`src/rtl/core/cbs_pkg.sv`:
```
`timescale 1ns / 1ps
package cbs_pkg;

	localparam int DEGREE    = 3;
	localparam int TFRAC     = 8;
	localparam int CW        = 16;
	localparam int BW        = 28;   // basis value, common scale 3*2^26
	localparam int SW        = 46;   // weighted sum per coordinate
	localparam int SCALE_SH  = 26;
	localparam int VW        = 20;
	localparam int PW        = 39;
	localparam logic [18:0] RECIP3 = 19'd174763;  // ceil(2^19 / 3)
	localparam logic [SW-1:0] HALF_SCALE = SW'(3) << (SCALE_SH - 1);
	localparam logic [CW-1:0] SIGN_FLIP = 16'h8000;
	localparam logic [5:0] COUNT_RESET = 6'd20;
	localparam logic [5:0] COUNT_MIN = 6'd4;

	typedef enum logic {
		OP_WRITE = 1'b0,
		OP_EVAL  = 1'b1
	} cbs_op_t;

	typedef struct packed {
		logic       write;
		logic       accept_eval;
		logic       basis_init;
		logic       basis_step;
		logic       term;
		logic [1:0] k;
		logic [1:0] r;
		logic       rd_en;
		logic       rd_end;
		logic [1:0] rd_sel;
		logic       mac_en;
		logic [1:0] mac_sel;
		logic       round_en;
		logic       mult_en;
		logic       load_out;
		logic       load_end;
	} cbs_cmd_t;

	typedef struct packed {
		logic at_end;
	} cbs_status_t;

	// clamped knot vector: four zeros, 1, 2, ..., four times n-3
	function automatic logic [5:0] knot_at(logic [6:0] i, logic [5:0] n);
		logic [5:0] res;
		if (i <= 7'(DEGREE))
			res = 6'd0;
		else if (i >= {1'b0, n})
			res = n - 6'(DEGREE);
		else
			res = 6'(i - 7'(DEGREE));
		return res;
	endfunction

	// lcm(1..k) / d for the knot gaps that can occur
	function automatic logic [2:0] ratio(logic [1:0] k, logic [5:0] d);
		logic [2:0] res;
		res = 3'd0;
		unique case (k)
			2'd1: if (d == 6'd1) res = 3'd1;
			2'd2: begin
				if (d == 6'd1) res = 3'd2;
				else if (d == 6'd2) res = 3'd1;
			end
			2'd3: begin
				if (d == 6'd1) res = 3'd6;
				else if (d == 6'd2) res = 3'd3;
				else if (d == 6'd3) res = 3'd2;
			end
			default: res = 3'd0;
		endcase
		return res;
	endfunction

endpackage

```
`src/rtl/core/cbs_ctrl.sv`:
```
`timescale 1ns / 1ps
module cbs_ctrl
	import cbs_pkg::*;
(
	input  logic        clk,
	input  logic        arst_n,
	input  logic        in_valid,
	input  logic        in_op,
	output logic        in_ready,
	input  logic        out_ready,
	output logic        out_valid,
	input  cbs_status_t status,
	output cbs_cmd_t    cmd
);
	typedef enum logic [3:0] {
		S_IDLE,
		S_PREP,
		S_BASIS,
		S_MAC,
		S_ROUND,
		S_MULT,
		S_DONE,
		S_ENDRD,
		S_ENDLD
	} state_t;

	state_t     state_q;
	logic [1:0] k_q;
	logic [1:0] r_q;
	logic       term_q;
	logic [2:0] cnt_q;
	logic       out_valid_q;
	logic       out_free;

	assign out_free  = !out_valid_q || out_ready;
	assign in_ready  = (state_q == S_IDLE);
	assign out_valid = out_valid_q;

	always_comb begin
		cmd = '0;
		cmd.k    = k_q;
		cmd.r    = r_q;
		cmd.term = term_q;
		cmd.rd_sel  = cnt_q[1:0];
		cmd.mac_sel = 2'(cnt_q - 3'd1);
		unique case (state_q)
			S_IDLE: begin
				cmd.write       = in_valid && (in_op == OP_WRITE);
				cmd.accept_eval = in_valid && (in_op == OP_EVAL);
			end
			S_PREP:  cmd.basis_init = !status.at_end;
			S_BASIS: cmd.basis_step = 1'b1;
			S_MAC: begin
				cmd.rd_en  = (cnt_q != 3'd4);
				cmd.mac_en = (cnt_q != 3'd0);
			end
			S_ROUND: cmd.round_en = 1'b1;
			S_MULT:  cmd.mult_en = 1'b1;
			S_DONE:  cmd.load_out = out_free;
			S_ENDRD: begin
				cmd.rd_en  = 1'b1;
				cmd.rd_end = 1'b1;
			end
			S_ENDLD: begin
				cmd.load_out = out_free;
				cmd.load_end = 1'b1;
			end
			default: cmd = '0;
		endcase
	end

	always_ff @(posedge clk or negedge arst_n) begin
		if (!arst_n) begin
			state_q     <= S_IDLE;
			k_q         <= 2'd1;
			r_q         <= 2'd2;
			term_q      <= 1'b0;
			cnt_q       <= 3'd0;
			out_valid_q <= 1'b0;
		end else begin
			if (cmd.load_out)
				out_valid_q <= 1'b1;
			else if (out_ready)
				out_valid_q <= 1'b0;

			unique case (state_q)
				S_IDLE: if (cmd.accept_eval) state_q <= S_PREP;
				S_PREP: begin
					k_q    <= 2'd1;
					r_q    <= 2'd2;
					term_q <= 1'b0;
					cnt_q  <= 3'd0;
					state_q <= status.at_end ? S_ENDRD : S_BASIS;
				end
				S_BASIS: begin
					term_q <= !term_q;
					if (term_q) begin
						if (r_q == 2'd3) begin
							if (k_q == 2'd3) begin
								state_q <= S_MAC;
							end else begin
								k_q <= k_q + 2'd1;
								r_q <= 2'd2 - k_q;
							end
						end else begin
							r_q <= r_q + 2'd1;
						end
					end
				end
				S_MAC: begin
					cnt_q <= cnt_q + 3'd1;
					if (cnt_q == 3'd4)
						state_q <= S_ROUND;
				end
				S_ROUND: state_q <= S_MULT;
				S_MULT:  state_q <= S_DONE;
				S_DONE:  if (out_free) state_q <= S_IDLE;
				S_ENDRD: state_q <= S_ENDLD;
				S_ENDLD: if (out_free) state_q <= S_IDLE;
				default: state_q <= S_IDLE;
			endcase
		end
	end
endmodule

```
`config.mk`:
```
export PLATFORM = sky130hd
export DESIGN_NAME = cbs_ctrl
export DESIGN_NICKNAME = d
export VERILOG_FILES = /design/src/rtl/core/cbs_pkg.sv /design/src/rtl/core/cbs_ctrl.sv
export SDC_FILE = /design/constraint.sdc
export NUM_CORES = 1
export LEC_CHECK = 0
export ABC_AREA = 0
export BUFFER_PORTS_ARGS = -buffer_cell sky130_fd_sc_hd__buf_4
export CORE_MARGIN = 4
export CORE_UTILIZATION = 54
export DETAILED_ROUTE_END_ITERATION = 12
export GPL_TIMING_DRIVEN = 0
export PLACE_DENSITY = 0.87
export SYNTH_ARGS = -nofsm -noshare
export SYNTH_HDL_FRONTEND = slang
export SYNTH_SLANG_ARGS = --single-unit
```
`constraint.sdc`:
```
create_clock -name clk -period 5.19 [get_ports clk]
set_clock_uncertainty 0.15 [all_clocks]
set_input_delay 1.038 -clock clk [delete_from_list [all_inputs] [get_ports clk]]
set_output_delay 1.038 -clock clk [all_outputs]
set_load 0.05 [all_outputs]
```
* Word-level counts from Yosys, hierarchy flattened
Index checks and enable logic that the tools add are counted. W data, S select, Z words.
Operators by class: $add $sub $neg 5, multipliers 0, divide/modulo/power cells 0, $lt $le $gt $ge 0, equal/unequal tests 20, shifts and indexed selects 0, multiplexer cells 33, bitwise gates (word level) 1, reductions and logical operators 16
Operators by type and width (count):
- $pmux W4 S8 | 1
- $mux W4 | 6
- $mux W2 | 9
- $eq A4 B3 Y1 const B | 4
- $mux W1 | 10
- $ne A2 B2 Y1 const B | 5
- $reduce_or A9 Y1 | 1
- $eq A4 B2 Y1 const B | 2
- $pmux W2 S2 | 2
- $ne A3 B3 Y1 const B | 2
- $pmux W3 S2 | 1
- $reduce_and A6 Y1 | 1
- $reduce_bool A2 Y1 | 3
- $mux W5 | 1
- $add A2 B1 Y2 const B | 2
- $eq A2 B2 Y1 const B | 2
- $eq A4 B1 Y1 const B | 1
- $eq A4 B4 Y1 const B | 1
- $logic_not A4 Y1 | 1
- $ne A2 B1 Y1 const B | 2
- $pmux W1 S2 | 2
- $reduce_and A4 Y1 | 1
- $add A3 B1 Y3 const B | 1
- $eq A3 B3 Y1 const B | 1
- other kinds (10) | 13
Word-level totals: register bits 13, latch bits 0, memory bits (writable) 0, memory bits (read-only) 0, input port bits 6, logic and storage cells 81, memories kept 0

* Longest topological paths before layout
Gate-level depths: netlist of the first run.
depth in word-level cells 5, mapped depth 7, gate-level depth less buffers 6

* Worst setup path before layout of the first run
No wires, ideal clock.
kind register to output, start point register state_q[1], end point output cmd[1] (netlist name), arrival time 3.351 ns, data required time 4.002 ns, slack 0.651 ns, cell stages (with the launch flop) 5, buffers on the path 1, path through dfrtp_1 -> buf_2 -> nor4b_1 -> a31oi_1 -> a21oi_1
RTL lines:
- from (decl) | RTL line cbs_ctrl.sv:27 | state_t state_q;
- from (signal assigned) | RTL line cbs_ctrl.sv:93 | state_q <= status.at_end ? S_ENDRD : S_BASIS;
- to (decl) | RTL line cbs_ctrl.sv:13 | output cbs_cmd_t cmd

==> flow_summary.html, run 1 <==
<table>
<tr><th>Metric</th><th>Value</th></tr>
<tr><th colspan="2">Finish</th></tr>
<tr><td>Relative area change from synthesis to final layout</td><td>26.97%</td></tr>
<tr><td>Multi-input logic area</td><td>about 550 µm²</td></tr>
<tr><td>Final layout net count</td><td>roughly 150</td></tr>
<tr><td>FF+latch area</td><td>about 330 µm²</td></tr>
<tr><td>Ant. Diodes</td><td>0</td></tr>
<tr><td>Fill cells</td><td>around 140</td></tr>
<tr><td>Fraction of layout instances using a drive strength above 1</td><td>between 30% and 40%</td></tr>
<tr><th colspan="2">Logic synthesis</th></tr>
<tr><td>Proportion of synthesized flip-flops having asynchronous set or reset</td><td>100.0%</td></tr>
<tr><td>Sequential-to-total area share from yosys stat</td><td>33.81%</td></tr>
<tr><td>Post-synthesis net count</td><td>120</td></tr>
<tr><td>Share of synthesized cell area in full adder, half adder and majority cells</td><td>around 5.2%</td></tr>
<tr><td>Unique masters post-synth</td><td>37</td></tr>
<tr><td>Xor/xnor cell area share of the yosys netlist</td><td>0%</td></tr>
<tr><td>Post-synthesis compound-gate area fraction</td><td>between 20% and 30%</td></tr>
<tr><td>Cell taking the most area after synthesis</td><td>dfrtp_1</td></tr>
<tr><td>Simple logic cell fraction of the synthesized area</td><td>approximately 25%</td></tr>
<tr><td>Top cells by area in the synthesized netlist</td><td>dfrtp_1, dfstp_2, and2_1</td></tr>
<tr><td>Ys flop type</td><td>dfrtp_1</td></tr>
<tr><td>Area of the mapped netlist</td><td>969.7 µm²</td></tr>
<tr><td>Post-synthesis cell count</td><td>110</td></tr>
<tr><td>Post-synthesis mux area share</td><td>3.613%</td></tr>
<tr><td>Number of enable flip-flop cells after synthesis</td><td>0</td></tr>
<tr><td>Combinational family with the most area after synthesis</td><td>simple AND/OR/NAND/NOR gates</td></tr>
<tr><td>Synth warnings</td><td>0</td></tr>
<tr><td>Area share of the largest cell type after synthesis</td><td>between 20% and 30%</td></tr>
<tr><td>Post-Syn Area per Cell</td><td>between 8 and 9 µm²</td></tr>
<tr><td>Post-synthesis sequential element count</td><td>13</td></tr>
<tr><th colspan="2">Global routing</th></tr>
<tr><td>Total global routing overflow</td><td>0</td></tr>
<tr><td>Global-route wire length before repair</td><td>3877 µm</td></tr>
<tr><td>Total routing resource utilization after global routing</td><td>approximately a fifth</td></tr>
<tr><td>Vias in the first global route</td><td>between 800 and 900</td></tr>
<tr><td>Largest net degree at the start of global routing</td><td>14</td></tr>
<tr><td>Number of antenna violations at the first check in global routing</td><td>0</td></tr>
<tr><th colspan="2">STA</th></tr>
<tr><td>Maximum operating frequency</td><td>about 320 MHz</td></tr>
<tr><td>Headroom to the max-slew limit</td><td>roughly half</td></tr>
<tr><td>Tmin final</td><td>approximately 3.2 ns</td></tr>
<tr><td>Hold violation total from the final report</td><td>0</td></tr>
<tr><td>Final period util</td><td>between 60 and 70%</td></tr>
<tr><td>Slew at the pin closest to its max-slew limit</td><td>between 0.7 and 0.8 ns</td></tr>
<tr><td>RSZ-0062 raised after global routing</td><td>false</td></tr>
<tr><td>Number of slew-limit violations in the final report</td><td>0</td></tr>
<tr><td>Setup violations, final</td><td>0</td></tr>
<tr><td>Total negative slack for setup checks</td><td>0 ns</td></tr>
<tr><th colspan="2">Floorplan</th></tr>
<tr><td>Die Width</td><td>between 50 and 60 µm</td></tr>
<tr><td>Row count</td><td>15</td></tr>
<tr><td>DIE AREA</td><td>2538 µm²</td></tr>
<tr><td>Starting utilization of the core area</td><td>~57%</td></tr>
<tr><td>Boundary pin count</td><td>28</td></tr>
<tr><td>Area of the core</td><td>approximately 1700 µm²</td></tr>
<tr><td>Vert. Die Dim</td><td>~50 µm</td></tr>
<tr><th colspan="2">Worst setup path</th></tr>
<tr><td>Data arrival time of the critical path</td><td>around 2.0 ns</td></tr>
<tr><td>Largest fanout of any net on the critical path</td><td>10</td></tr>
<tr><td>Required time of the worst setup path</td><td>around 4.0 ns</td></tr>
<tr><td>Worst flop-to-flop path endpoint</td><td>state_q[1]</td></tr>
<tr><td>Startpoint type of the worst setup path</td><td>flip-flop</td></tr>
<tr><td>Critical Path Source</td><td>state_q[1]</td></tr>
<tr><td>Cell depth of the worst flop-to-flop path</td><td>5</td></tr>
<tr><td>WS Path Type</td><td>flip-flop to primary output</td></tr>
<tr><td>Critical path endpoint</td><td>cmd[5]</td></tr>
<tr><td>Worst r2r src</td><td>state_q[1]</td></tr>
<tr><td>Worst reg-to-reg setup slack</td><td>between 3 and 4 ns</td></tr>
<tr><td>Type of destination of the critical path</td><td>primary output</td></tr>
<tr><th colspan="2">Clock tree</th></tr>
<tr><td>Sink Count</td><td>13</td></tr>
<tr><td>Number of buffers inserted during clock tree synthesis</td><td>3</td></tr>
<tr><td>TritonCTS clock tree</td><td>done</td></tr>
<tr><td>CTS hold repair buffers</td><td>0</td></tr>
<tr><td>Number of cells upsized or downsized after cts</td><td>0</td></tr>
<tr><td>H-Tree Level Count</td><td>1</td></tr>
<tr><td>Clock tree root driver cell</td><td>clkbuf_4</td></tr>
<tr><td>Later-pin clock latency in the skew report</td><td>approximately 0.30 ns</td></tr>
<tr><td>Worst-path clk slew</td><td>roughly 0.090 ns</td></tr>
<tr><td>Count of buffers added by post-CTS timing repair for setup</td><td>0</td></tr>
<tr><td>Buffers from clock root to sink, at most</td><td>2</td></tr>
<tr><th colspan="2">Routing</th></tr>
<tr><td>Violation count after the first detailed-routing iteration</td><td>30</td></tr>
<tr><td>Number of detailed-route iterations in the first pass</td><td>4</td></tr>
<tr><td>Post-route DRC</td><td>0</td></tr>
<tr><td>Detailed Route WL</td><td>2330 µm</td></tr>
<tr><td>DRT antenna net count</td><td>0</td></tr>
<tr><td>WL per Instance</td><td>roughly 14 µm</td></tr>
<tr><td>Ratio of routed vias to standard cells</td><td>roughly 5.5</td></tr>
<tr><td>Via count</td><td>913</td></tr>
<tr><th colspan="2">Placed design</th></tr>
<tr><td>Total of buffers placed on input and output ports</td><td>27</td></tr>
<tr><td>Detailed placer's ending HPWL</td><td>approximately 1700 µm</td></tr>
<tr><td>Final Wtd Congestion</td><td>~0.83</td></tr>
<tr><th colspan="2">Job</th></tr>
<tr><td>Max-cap violation count</td><td>0</td></tr>
<tr><th colspan="2">Worst hold path</th></tr>
<tr><td>Worst hold-check path type</td><td>flip-flop to flip-flop</td></tr>
<tr><th colspan="2">Status</th></tr>
<tr><td>Status</td><td>completed</td></tr>
</table>
how the worst min path moves through the flow:
stage               startpoint     end  slack, ns  cells after the start
finish                  r_q[1]  r_q[1]       0.33                      2
global route            r_q[1]  r_q[1]       0.37                      2
CTS                     r_q[1]  r_q[1]       0.33                      2
detailed placement      r_q[1]  r_q[1]       0.32                      2
global placement        r_q[1]  r_q[1]       0.31                      2
floorplan               r_q[1]  r_q[1]       0.30                      2
worst max-delay path, stage by stage, from the launching register on:
cell and delay [ns]:
dfrtp_1 0.38, buf_2 0.18, o31ai_1 0.69, nor2b_1 0.22, buf_4 0.21
synthesized netlist by cell type, drive strengths merged (4+ instances only):
master and instances:
dfrtp 11, o21ai 10, ha 4, nand2 12, and2 8, nand3 4
nor2 5, inv 9, buf 6, a21oi 8
area by class of cell:
cell class	count	share of cell area, %
repair buffers	27	16.46
multi-input cells	81	44.72
clock inverters	1	0.4065
clock buffers	3	1.829
plain buffers	6	3.354
inverters	10	4.065
well taps	25	2.541
flip-flops and latches	13	26.63
metrics by stage:
stage / instances / hold slack [ns] / util, % / area [µm²] / worst slack, ns
2_1_floorplan: 110 / 0.2981 / - / 969.7 / 0.6510
5_1_grt: 166 / 0.3701 / 72.09 / 1231 / 1.842
6_report: 166 / 0.3326 / 72.09 / 1231 / 2.021
4_1_cts: 166 / 0.3324 / 72.09 / 1231 / 1.990
3_3_place_gp: 162 / 0.3101 / 70.48 / 1204 / 2.391
3_5_place_dp: 162 / 0.3173 / 70.48 / 1204 / 2.338
cells by family after synthesis:
group	Yosys count
fa+ha+maj	4
flops	13
buf+inv	16
compound gates	31
simple gates	43
mux	3
sequential cells by signal, indices dropped and copies added, names as in the netlist:
register,cells
out_valid,1
r_q,2
k_q,2
cnt_q,3
term_q,1
state_q,4
per-layer routing:
layer	wire length (µm)	track usage (%)	share of wire, %
met1	991	23.96	43
met2	1175	35.22	50
met3	104	4.154	4.5
met4	59	11.66	2.5
met5	0	0	0
cell usage in the layout (no fill, tap or decap), types with 3 or more instances in the layout:
master,synthesis,final
a21oi_1,6,6
and2_1,8,8
buf_2,3,3
buf_4,0,27
clkbuf_4,0,3
dfrtp_1,11,11
ha_1,4,4
inv_1,9,9
nand2_1,12,12
nand3_1,4,4
nor2_1,5,5
o21ai_0,9,9
Power of run 1 is left out: the tool's default activity adds up to more than one toggle a clock period on the data nets, which glitch-free logic cannot reach.
==> run 2, diff against run 1 <==
- CORE_UTILIZATION: 54 -> 50
- PLACE_DENSITY: 0.87 -> 0.81
- clock period: 5.19 -> 3.29 ns (I/O delays scaled with it)
==> run 2 against run 1 <==
Effect of this change: via count down 0.44%; final area rose by 1.0%; cell count unchanged; wire length decreased by 2.5%; clock-buffer cell count unchanged; die area rose by 6.7%; first-iteration DRC count decreased by 70%; global-route usage down 1.5 points.
==> flow_summary.html, run 2 (synthesis results as in run 1) <==
<table>
<tr><th>Metric</th><th>Value</th></tr>
<tr><th colspan="2">Global routing</th></tr>
<tr><td>Global-route wire length before repair</td><td>3774 µm (-2.7%)</td></tr>
<tr><td>Met1 track utilization from global routing</td><td>24.55% (+0.59 points)</td></tr>
<tr><td>Busiest layer in global routing</td><td>met2</td></tr>
<tr><td>Grt met3 use</td><td>2.865% (-1.3 points)</td></tr>
<tr><td>Vias in the first global route</td><td>853 (-3.5%)</td></tr>
<tr><td>Number of antenna violations at the first check in global routing</td><td>0 (unchanged)</td></tr>
<tr><td>Largest net degree at the start of global routing</td><td>14 (unchanged)</td></tr>
<tr><td>Total routing resource utilization after global routing</td><td>19.14% (-1.5 points)</td></tr>
<tr><td>Total global routing overflow</td><td>0 (unchanged)</td></tr>
<tr><td>Met2 global-route usage</td><td>31.17% (-4.0 points)</td></tr>
<tr><th colspan="2">Floorplan</th></tr>
<tr><td>Boundary pin count</td><td>28 (unchanged)</td></tr>
<tr><td>Row count</td><td>15 (unchanged)</td></tr>
<tr><td>Die Width</td><td>52.04 µm (+3.3%)</td></tr>
<tr><td>Vert. Die Dim</td><td>52.04 µm (+3.3%)</td></tr>
<tr><td>Starting utilization of the core area</td><td>54.39% (-2.4 points)</td></tr>
<tr><td>DIE AREA</td><td>2708 µm² (+6.7%)</td></tr>
<tr><td>Area of the core</td><td>1783 µm² (+4.4%)</td></tr>
<tr><th colspan="2">Finish</th></tr>
<tr><td>Final layout net count</td><td>152 (unchanged)</td></tr>
<tr><td>Ant. Diodes</td><td>0 (unchanged)</td></tr>
<tr><td>Flip-flop count of the largest register, all copies and words added</td><td>4 (unchanged)</td></tr>
<tr><td>Fin cells</td><td>166 (unchanged)</td></tr>
<tr><td>Fraction of layout instances using a drive strength above 1</td><td>36.17% (+1.4 points)</td></tr>
<tr><td>Largest registers in the final layout</td><td>state_q: 4 flops, cnt_q: 3 flops</td></tr>
<tr><td>Relative area change from synthesis to final layout</td><td>28.26%</td></tr>
<tr><td>Most common library cell in the layout ignoring fill and taps</td><td>buf_4</td></tr>
<tr><td>Reg with most FFs</td><td>state_q</td></tr>
<tr><td>Most frequent cells in the layout</td><td>buf_4, nand2_1, dfrtp_1</td></tr>
<tr><th colspan="2">STA</th></tr>
<tr><td>Maximum operating frequency</td><td>roughly 360 MHz</td></tr>
<tr><td>Hold violation total from the final report</td><td>0 (unchanged)</td></tr>
<tr><td>Final period util</td><td>85.31%</td></tr>
<tr><td>RSZ-0062 raised after global routing</td><td>false</td></tr>
<tr><td>Number of slew-limit violations in the final report</td><td>0 (unchanged)</td></tr>
<tr><td>Setup violations, final</td><td>0 (unchanged)</td></tr>
<tr><td>Tmin final</td><td>about 2.8 ns</td></tr>
<tr><td>Slew at the pin closest to its max-slew limit</td><td>0.7547 ns (-0.009630 ns)</td></tr>
<tr><td>Headroom to the max-slew limit</td><td>49.25% (+0.65 points)</td></tr>
<tr><th colspan="2">Placed design</th></tr>
<tr><td>Cell Count Post-Placement</td><td>162 (unchanged)</td></tr>
<tr><td>Final Wtd Congestion</td><td>0.8087 (-2.3%)</td></tr>
<tr><td>Total of buffers placed on input and output ports</td><td>27 (unchanged)</td></tr>
<tr><td>Detailed placer's ending HPWL</td><td>1772 µm (+3.5%)</td></tr>
<tr><th colspan="2">Clock tree</th></tr>
<tr><td>Later-pin clock latency in the skew report</td><td>0.29 ns (about the same)</td></tr>
<tr><td>Worst-path clk slew</td><td>0.10 ns (about the same)</td></tr>
<tr><td>Clock tree root driver cell</td><td>clkbuf_4</td></tr>
<tr><td>Number of cells upsized or downsized after cts</td><td>0 (unchanged)</td></tr>
<tr><td>TritonCTS clock tree</td><td>done</td></tr>
<tr><td>Number of buffers inserted during clock tree synthesis</td><td>3 (unchanged)</td></tr>
<tr><td>H-Tree Level Count</td><td>1 (unchanged)</td></tr>
<tr><td>Sink Count</td><td>13 (unchanged)</td></tr>
<tr><td>Buffers from clock root to sink, at most</td><td>2 (unchanged)</td></tr>
<tr><td>Count of buffers added by post-CTS timing repair for setup</td><td>0 (unchanged)</td></tr>
<tr><td>CTS hold repair buffers</td><td>0 (unchanged)</td></tr>
<tr><th colspan="2">Worst setup path</th></tr>
<tr><td>Slowest cell on crit path</td><td>o31ai_1</td></tr>
<tr><td>Type of destination of the critical path</td><td>primary output</td></tr>
<tr><td>Required time of the worst setup path</td><td>2.48 ns (-1.52 ns)</td></tr>
<tr><td>Peak per-stage delay on the critical path</td><td>0.68 ns (about the same)</td></tr>
<tr><td>Largest fanout of any net on the critical path</td><td>10 (unchanged)</td></tr>
<tr><td>Data arrival time of the critical path</td><td>2.00 ns (+0.02 ns)</td></tr>
<tr><td>Worst flop-to-flop path endpoint</td><td>state_q[1]</td></tr>
<tr><td>Cell depth of the worst flop-to-flop path</td><td>7 (+2)</td></tr>
<tr><td>Critical Path Source</td><td>state_q[1]</td></tr>
<tr><td>WS Path Type</td><td>flip-flop to primary output</td></tr>
<tr><td>Cells along the critical path</td><td>buf_2 -&gt; o31ai_1 -&gt; nor2b_1 -&gt; buf_4</td></tr>
<tr><td>Worst reg-to-reg setup slack</td><td>1.29 ns (-1.88 ns)</td></tr>
<tr><td>Startpoint type of the worst setup path</td><td>flip-flop</td></tr>
<tr><td>Worst r2r src</td><td>state_q[2]</td></tr>
<tr><td>Critical path endpoint</td><td>cmd[5]</td></tr>
<tr><th colspan="2">Status</th></tr>
<tr><td>Status</td><td>completed</td></tr>
<tr><th colspan="2">Routing</th></tr>
<tr><td>Post-route DRC</td><td>0 (unchanged)</td></tr>
<tr><td>DRT antenna net count</td><td>0 (unchanged)</td></tr>
<tr><td>Ratio of routed vias to standard cells</td><td>5.476 (-0.44%)</td></tr>
<tr><td>Violation count after the first detailed-routing iteration</td><td>9 (-70%)</td></tr>
<tr><td>Via count</td><td>909 (-0.44%)</td></tr>
<tr><td>Detailed Route WL</td><td>2271 µm (-2.5%)</td></tr>
<tr><td>WL per Instance</td><td>13.68 µm (-2.5%)</td></tr>
<tr><td>Number of detailed-route iterations in the first pass</td><td>4 (unchanged)</td></tr>
<tr><th colspan="2">Worst hold path</th></tr>
<tr><td>Worst hold-check path type</td><td>primary input to async pin</td></tr>
<tr><th colspan="2">Job</th></tr>
<tr><td>Max-cap violation count</td><td>0 (unchanged)</td></tr>
</table>
## run 2: area by class of cell
cell class                 count  area, µm²
buffer                         6      41.29
clock buffer                   3      22.52
clock inverter                 1      5.005
fill                         157      539.3
inverter                      10      50.05
multi-input combinational     81      563.0
sequential                    13      327.8
tap                           25      31.28
timing repair buffer          27      202.7
## run 2: worst max-delay path: cells and delay by family, from the launching register on
kind	cells	cell delay, ns
buf+inv	2	0.40
simple gates	1	0.23
compound gates	1	0.68
flops	1	0.39
## run 2: worst min-delay path by stage
stage / cells after the start / endpoint / from
6_report: 1 / r_q[0] / arst_n
5_1_grt: 1 / r_q[0] / arst_n
4_1_cts: 1 / r_q[0] / arst_n
3_5_place_dp: 2 / r_q[1] / r_q[1]
3_3_place_gp: 2 / r_q[1] / r_q[1]
2_1_floorplan: 0 / cnt_q[0] / arst_n
## run 2: stage by stage
step	setup TNS, ns	hold slack (ns)	utilization (%)	instance area (µm²)	setup slack, ns
3_3_place_gp	0	0.3104	68.21	1216	0.8716
5_1_grt	0	0.03978	69.75	1244	0.2169
2_1_floorplan	-0.06675	0.2124	-	982.2	-0.06675
3_5_place_dp	0	0.3173	68.21	1216	0.7726
6_report	0	0.03816	69.75	1244	0.4832
4_1_cts	0	0.04601	69.75	1244	0.4411
## run 2: per-layer routing
metal | vias to the layer above | wire, µm
li1 | 458 | -
met2 | 17 | 1100
met4 | 0 | 40
met5 | - | 0
met1 | 429 | 1059
met3 | 5 | 70
Power of run 2 is left out for the same reason.
==> run 3, diff against run 2 <==
- ABC_AREA: 0 -> 1
- PLACE_DENSITY: 0.81 -> 0.82
==> run 3 against run 2 <==
Effect of this change: maximum frequency rose by 17%; critical path depth up 2; synthesized cell count grew 22%; wire length decreased by 1.6%; highest routed layer unchanged.
==> flow_summary.html, run 3 <==
<table>
<tr><th>Metric</th><th>Value</th></tr>
<tr><th colspan="2">STA</th></tr>
<tr><td>Setup violations, final</td><td>0 (unchanged)</td></tr>
<tr><td>Slew at the pin closest to its max-slew limit</td><td>0.2738 ns (-0.4810 ns)</td></tr>
<tr><td>Tmin final</td><td>2.395 ns (-0.4116 ns)</td></tr>
<tr><td>Headroom to the max-slew limit</td><td>81.75% (+32 points)</td></tr>
<tr><td>RSZ-0062 raised after global routing</td><td>false</td></tr>
<tr><td>Number of slew-limit violations in the final report</td><td>0 (unchanged)</td></tr>
<tr><td>Final period util</td><td>72.80% (-13 points)</td></tr>
<tr><td>Total negative slack for setup checks</td><td>0 ns (unchanged)</td></tr>
<tr><td>Maximum operating frequency</td><td>417.5 MHz (+17%)</td></tr>
<tr><td>Hold violation total from the final report</td><td>0 (unchanged)</td></tr>
<tr><th colspan="2">Finish</th></tr>
<tr><td>Fill cells</td><td>153 (-2.5%)</td></tr>
<tr><td>Flip-flop count of the largest register, all copies and words added</td><td>4 (unchanged)</td></tr>
<tr><td>FF+latch area</td><td>327.8 µm² (unchanged)</td></tr>
<tr><td>Reg with most FFs</td><td>state_q</td></tr>
<tr><td>Multi-input logic area</td><td>536.8 µm² (-4.7%)</td></tr>
<tr><td>Largest registers in the final layout</td><td>state_q: 4 flops, cnt_q: 3 flops</td></tr>
<tr><td>Most frequent cells in the layout</td><td>nand2_1, buf_4, inv_1</td></tr>
<tr><td>Most common library cell in the layout ignoring fill and taps</td><td>nand2_1</td></tr>
<tr><td>Relative area change from synthesis to final layout</td><td>27.23%</td></tr>
<tr><td>Final layout net count</td><td>176 (+16%)</td></tr>
<tr><td>Fin cells</td><td>190 (+14%)</td></tr>
<tr><td>Ant. Diodes</td><td>0 (unchanged)</td></tr>
<tr><td>Fraction of layout instances using a drive strength above 1</td><td>33.94% (-2.2 points)</td></tr>
<tr><th colspan="2">Worst setup path</th></tr>
<tr><td>Required time of the worst setup path</td><td>2.48 ns (about the same)</td></tr>
<tr><td>Worst r2r src</td><td>cnt_q[0]</td></tr>
<tr><td>WS Path Type</td><td>flip-flop to primary output</td></tr>
<tr><td>Worst reg-to-reg setup slack</td><td>1.70 ns (+0.41 ns)</td></tr>
<tr><td>Type of destination of the critical path</td><td>primary output</td></tr>
<tr><td>Data arrival time of the critical path</td><td>1.59 ns (-0.41 ns)</td></tr>
<tr><td>Worst flop-to-flop path endpoint</td><td>state_q[3]</td></tr>
<tr><td>Critical Path Source</td><td>state_q[3]</td></tr>
<tr><td>Largest fanout of any net on the critical path</td><td>8 (-2)</td></tr>
<tr><td>Critical path endpoint</td><td>cmd[19]</td></tr>
<tr><td>Startpoint type of the worst setup path</td><td>flip-flop</td></tr>
<tr><td>Cell depth of the worst flop-to-flop path</td><td>9 (+2)</td></tr>
<tr><th colspan="2">Clock tree</th></tr>
<tr><td>CTS hold repair buffers</td><td>0 (unchanged)</td></tr>
<tr><td>H-Tree Level Count</td><td>1 (unchanged)</td></tr>
<tr><td>Later-pin clock latency in the skew report</td><td>0.28 ns (about the same)</td></tr>
<tr><td>Buffers from clock root to sink, at most</td><td>2 (unchanged)</td></tr>
<tr><td>Count of buffers added by post-CTS timing repair for setup</td><td>0 (unchanged)</td></tr>
<tr><td>Sink Count</td><td>13 (unchanged)</td></tr>
<tr><td>Number of cells upsized or downsized after cts</td><td>0 (unchanged)</td></tr>
<tr><td>Worst-path clk slew</td><td>0.09 ns (about the same)</td></tr>
<tr><td>TritonCTS clock tree</td><td>done</td></tr>
<tr><td>Number of buffers inserted during clock tree synthesis</td><td>3 (unchanged)</td></tr>
<tr><td>Clock tree root driver cell</td><td>clkbuf_4</td></tr>
<tr><th colspan="2">Global routing</th></tr>
<tr><td>Largest net degree at the start of global routing</td><td>14 (unchanged)</td></tr>
<tr><td>Number of antenna violations at the first check in global routing</td><td>0 (unchanged)</td></tr>
<tr><td>Total global routing overflow</td><td>0 (unchanged)</td></tr>
<tr><td>Vias in the first global route</td><td>887 (+4.0%)</td></tr>
<tr><td>Total routing resource utilization after global routing</td><td>17.93% (-1.2 points)</td></tr>
<tr><td>Global-route wire length before repair</td><td>3643 µm (-3.5%)</td></tr>
<tr><th colspan="2">Logic synthesis</th></tr>
<tr><td>Area of the mapped netlist</td><td>955.9 µm² (-1.4%)</td></tr>
<tr><td>Ys flop type</td><td>dfrtp_1</td></tr>
<tr><td>Number of enable flip-flop cells after synthesis</td><td>0 (unchanged)</td></tr>
<tr><td>Top cells by area in the synthesized netlist</td><td>dfrtp_1, nand2_1, inv_1</td></tr>
<tr><td>Sequential-to-total area share from yosys stat</td><td>34.29% (+0.49 points)</td></tr>
<tr><td>Post-Syn Area per Cell</td><td>7.134 µm² (-19%)</td></tr>
<tr><td>Share of synthesized cell area in full adder, half adder and majority cells</td><td>5.236% (+0.074 points)</td></tr>
<tr><td>Xor/xnor cell area share of the yosys netlist</td><td>0.9162% (+0.92 points)</td></tr>
<tr><td>Post-synthesis compound-gate area fraction</td><td>10.34% (-13 points)</td></tr>
<tr><td>Post-synthesis cell count</td><td>134 (+22%)</td></tr>
<tr><td>Most common library cells after synthesis</td><td>nand2_1, inv_1, nor2_1</td></tr>
<tr><td>Post-synthesis mux area share</td><td>0% (-3.6 points)</td></tr>
<tr><td>Most frequently used cell type in the post-synthesis netlist</td><td>nand2_1</td></tr>
<tr><td>Simple logic cell fraction of the synthesized area</td><td>39.66% (+15 points)</td></tr>
<tr><td>Combinational family with the most area after synthesis</td><td>simple AND/OR/NAND/NOR gates</td></tr>
<tr><td>Synth warnings</td><td>0 (unchanged)</td></tr>
<tr><td>Post-synthesis net count</td><td>144 (+20%)</td></tr>
<tr><td>Cell taking the most area after synthesis</td><td>dfrtp_1</td></tr>
<tr><td>Post-synthesis sequential element count</td><td>13 (unchanged)</td></tr>
<tr><td>Unique masters post-synth</td><td>23 (-38%)</td></tr>
<tr><td>Area share of the largest cell type after synthesis</td><td>28.80% (+0.41 points)</td></tr>
<tr><td>Proportion of synthesized flip-flops having asynchronous set or reset</td><td>100.0% (unchanged)</td></tr>
<tr><th colspan="2">Floorplan</th></tr>
<tr><td>Vert. Die Dim</td><td>51.73 µm (-0.61%)</td></tr>
<tr><td>Area of the core</td><td>1764 µm² (-1.1%)</td></tr>
<tr><td>Starting utilization of the core area</td><td>54.18% (-0.20 points)</td></tr>
<tr><td>DIE AREA</td><td>2675 µm² (-1.2%)</td></tr>
<tr><td>Boundary pin count</td><td>28 (unchanged)</td></tr>
<tr><td>Row count</td><td>15 (unchanged)</td></tr>
<tr><td>Die Width</td><td>51.73 µm (-0.61%)</td></tr>
<tr><th colspan="2">Job</th></tr>
<tr><td>Max-cap violation count</td><td>0 (unchanged)</td></tr>
<tr><th colspan="2">Routing</th></tr>
<tr><td>Detailed Route WL</td><td>2234 µm (-1.6%)</td></tr>
<tr><td>Post-route DRC</td><td>0 (unchanged)</td></tr>
<tr><td>WL per Instance</td><td>11.76 µm (-14%)</td></tr>
<tr><td>Ratio of routed vias to standard cells</td><td>4.963 (-9.4%)</td></tr>
<tr><td>Via count</td><td>943 (+3.7%)</td></tr>
<tr><td>DRT antenna net count</td><td>0 (unchanged)</td></tr>
<tr><td>Number of detailed-route iterations in the first pass</td><td>4 (unchanged)</td></tr>
<tr><td>Violation count after the first detailed-routing iteration</td><td>28 (+19)</td></tr>
<tr><th colspan="2">Placed design</th></tr>
<tr><td>Final Wtd Congestion</td><td>0.9052 (+12%)</td></tr>
<tr><td>Total of buffers placed on input and output ports</td><td>27 (unchanged)</td></tr>
<tr><td>Cell Count Post-Placement</td><td>186 (+15%)</td></tr>
<tr><td>Detailed placer's ending HPWL</td><td>1801 µm (+1.7%)</td></tr>
<tr><th colspan="2">Status</th></tr>
<tr><td>Status</td><td>completed</td></tr>
<tr><th colspan="2">Worst hold path</th></tr>
<tr><td>Worst hold-check path type</td><td>primary input to async pin</td></tr>
</table>
[run 3: layout make-up]
class / instances / area share, %
clock buffer: 4 / 2.160
inverter: 24 / 7.510
multi-input combinational: 97 / 44.14
sequential: 13 / 26.95
tap: 25 / 2.572
timing repair buffer: 27 / 16.67
[run 3: worst min-delay path by stage]
stage	end	slack (ns)	cells past startpoint
after floorplan	cnt_q[0]	0.21	0
after global placement	k_q[0]	0.32	2
after detailed placement	r_q[1]	0.34	2
after CTS	term_q	0.06	1
after global routing	term_q	0.05	1
final	term_q	0.06	1
[run 3: through the flow]
step / cell area, µm² / util, % / hold slack [ns] / setup slack, ns
5_1_grt: 1216 / 68.94 / 0.05131 / 0.7854
4_1_cts: 1216 / 68.94 / 0.06299 / 0.9014
3_3_place_gp: 1190 / 67.45 / 0.3238 / 1.230
2_1_floorplan: 955.9 / - / 0.2124 / 0.6006
6_report: 1216 / 68.94 / 0.05785 / 0.8948
3_5_place_dp: 1190 / 67.45 / 0.3396 / 1.213
[run 3: critical path: stages (launching register included)]
cell	delay (ns)
dfrtp_1	0.47
nor2_4	0.24
nand2_1	0.16
inv_1	0.10
nand2_1	0.05
nor2_1	0.08
buf_4	0.20
[run 3: cells by family after synthesis]
| kind of cell | count (synthesis) |
|---|---|
| compound gates | 16 |
| xor+xnor | 1 |
| flops | 13 |
| buf+inv | 24 |
| simple gates | 76 |
| fa+ha+maj | 4 |
[run 3: layer usage]
metal	wire, µm	up-vias	GRT usage, %
met5	0	-	0
met4	8	0	4.803
met2	1152	23	31.78
met1	959	434	21.82
met3	114	2	3.725
li1	-	484	-
Power of run 3 is left out for the same reason.
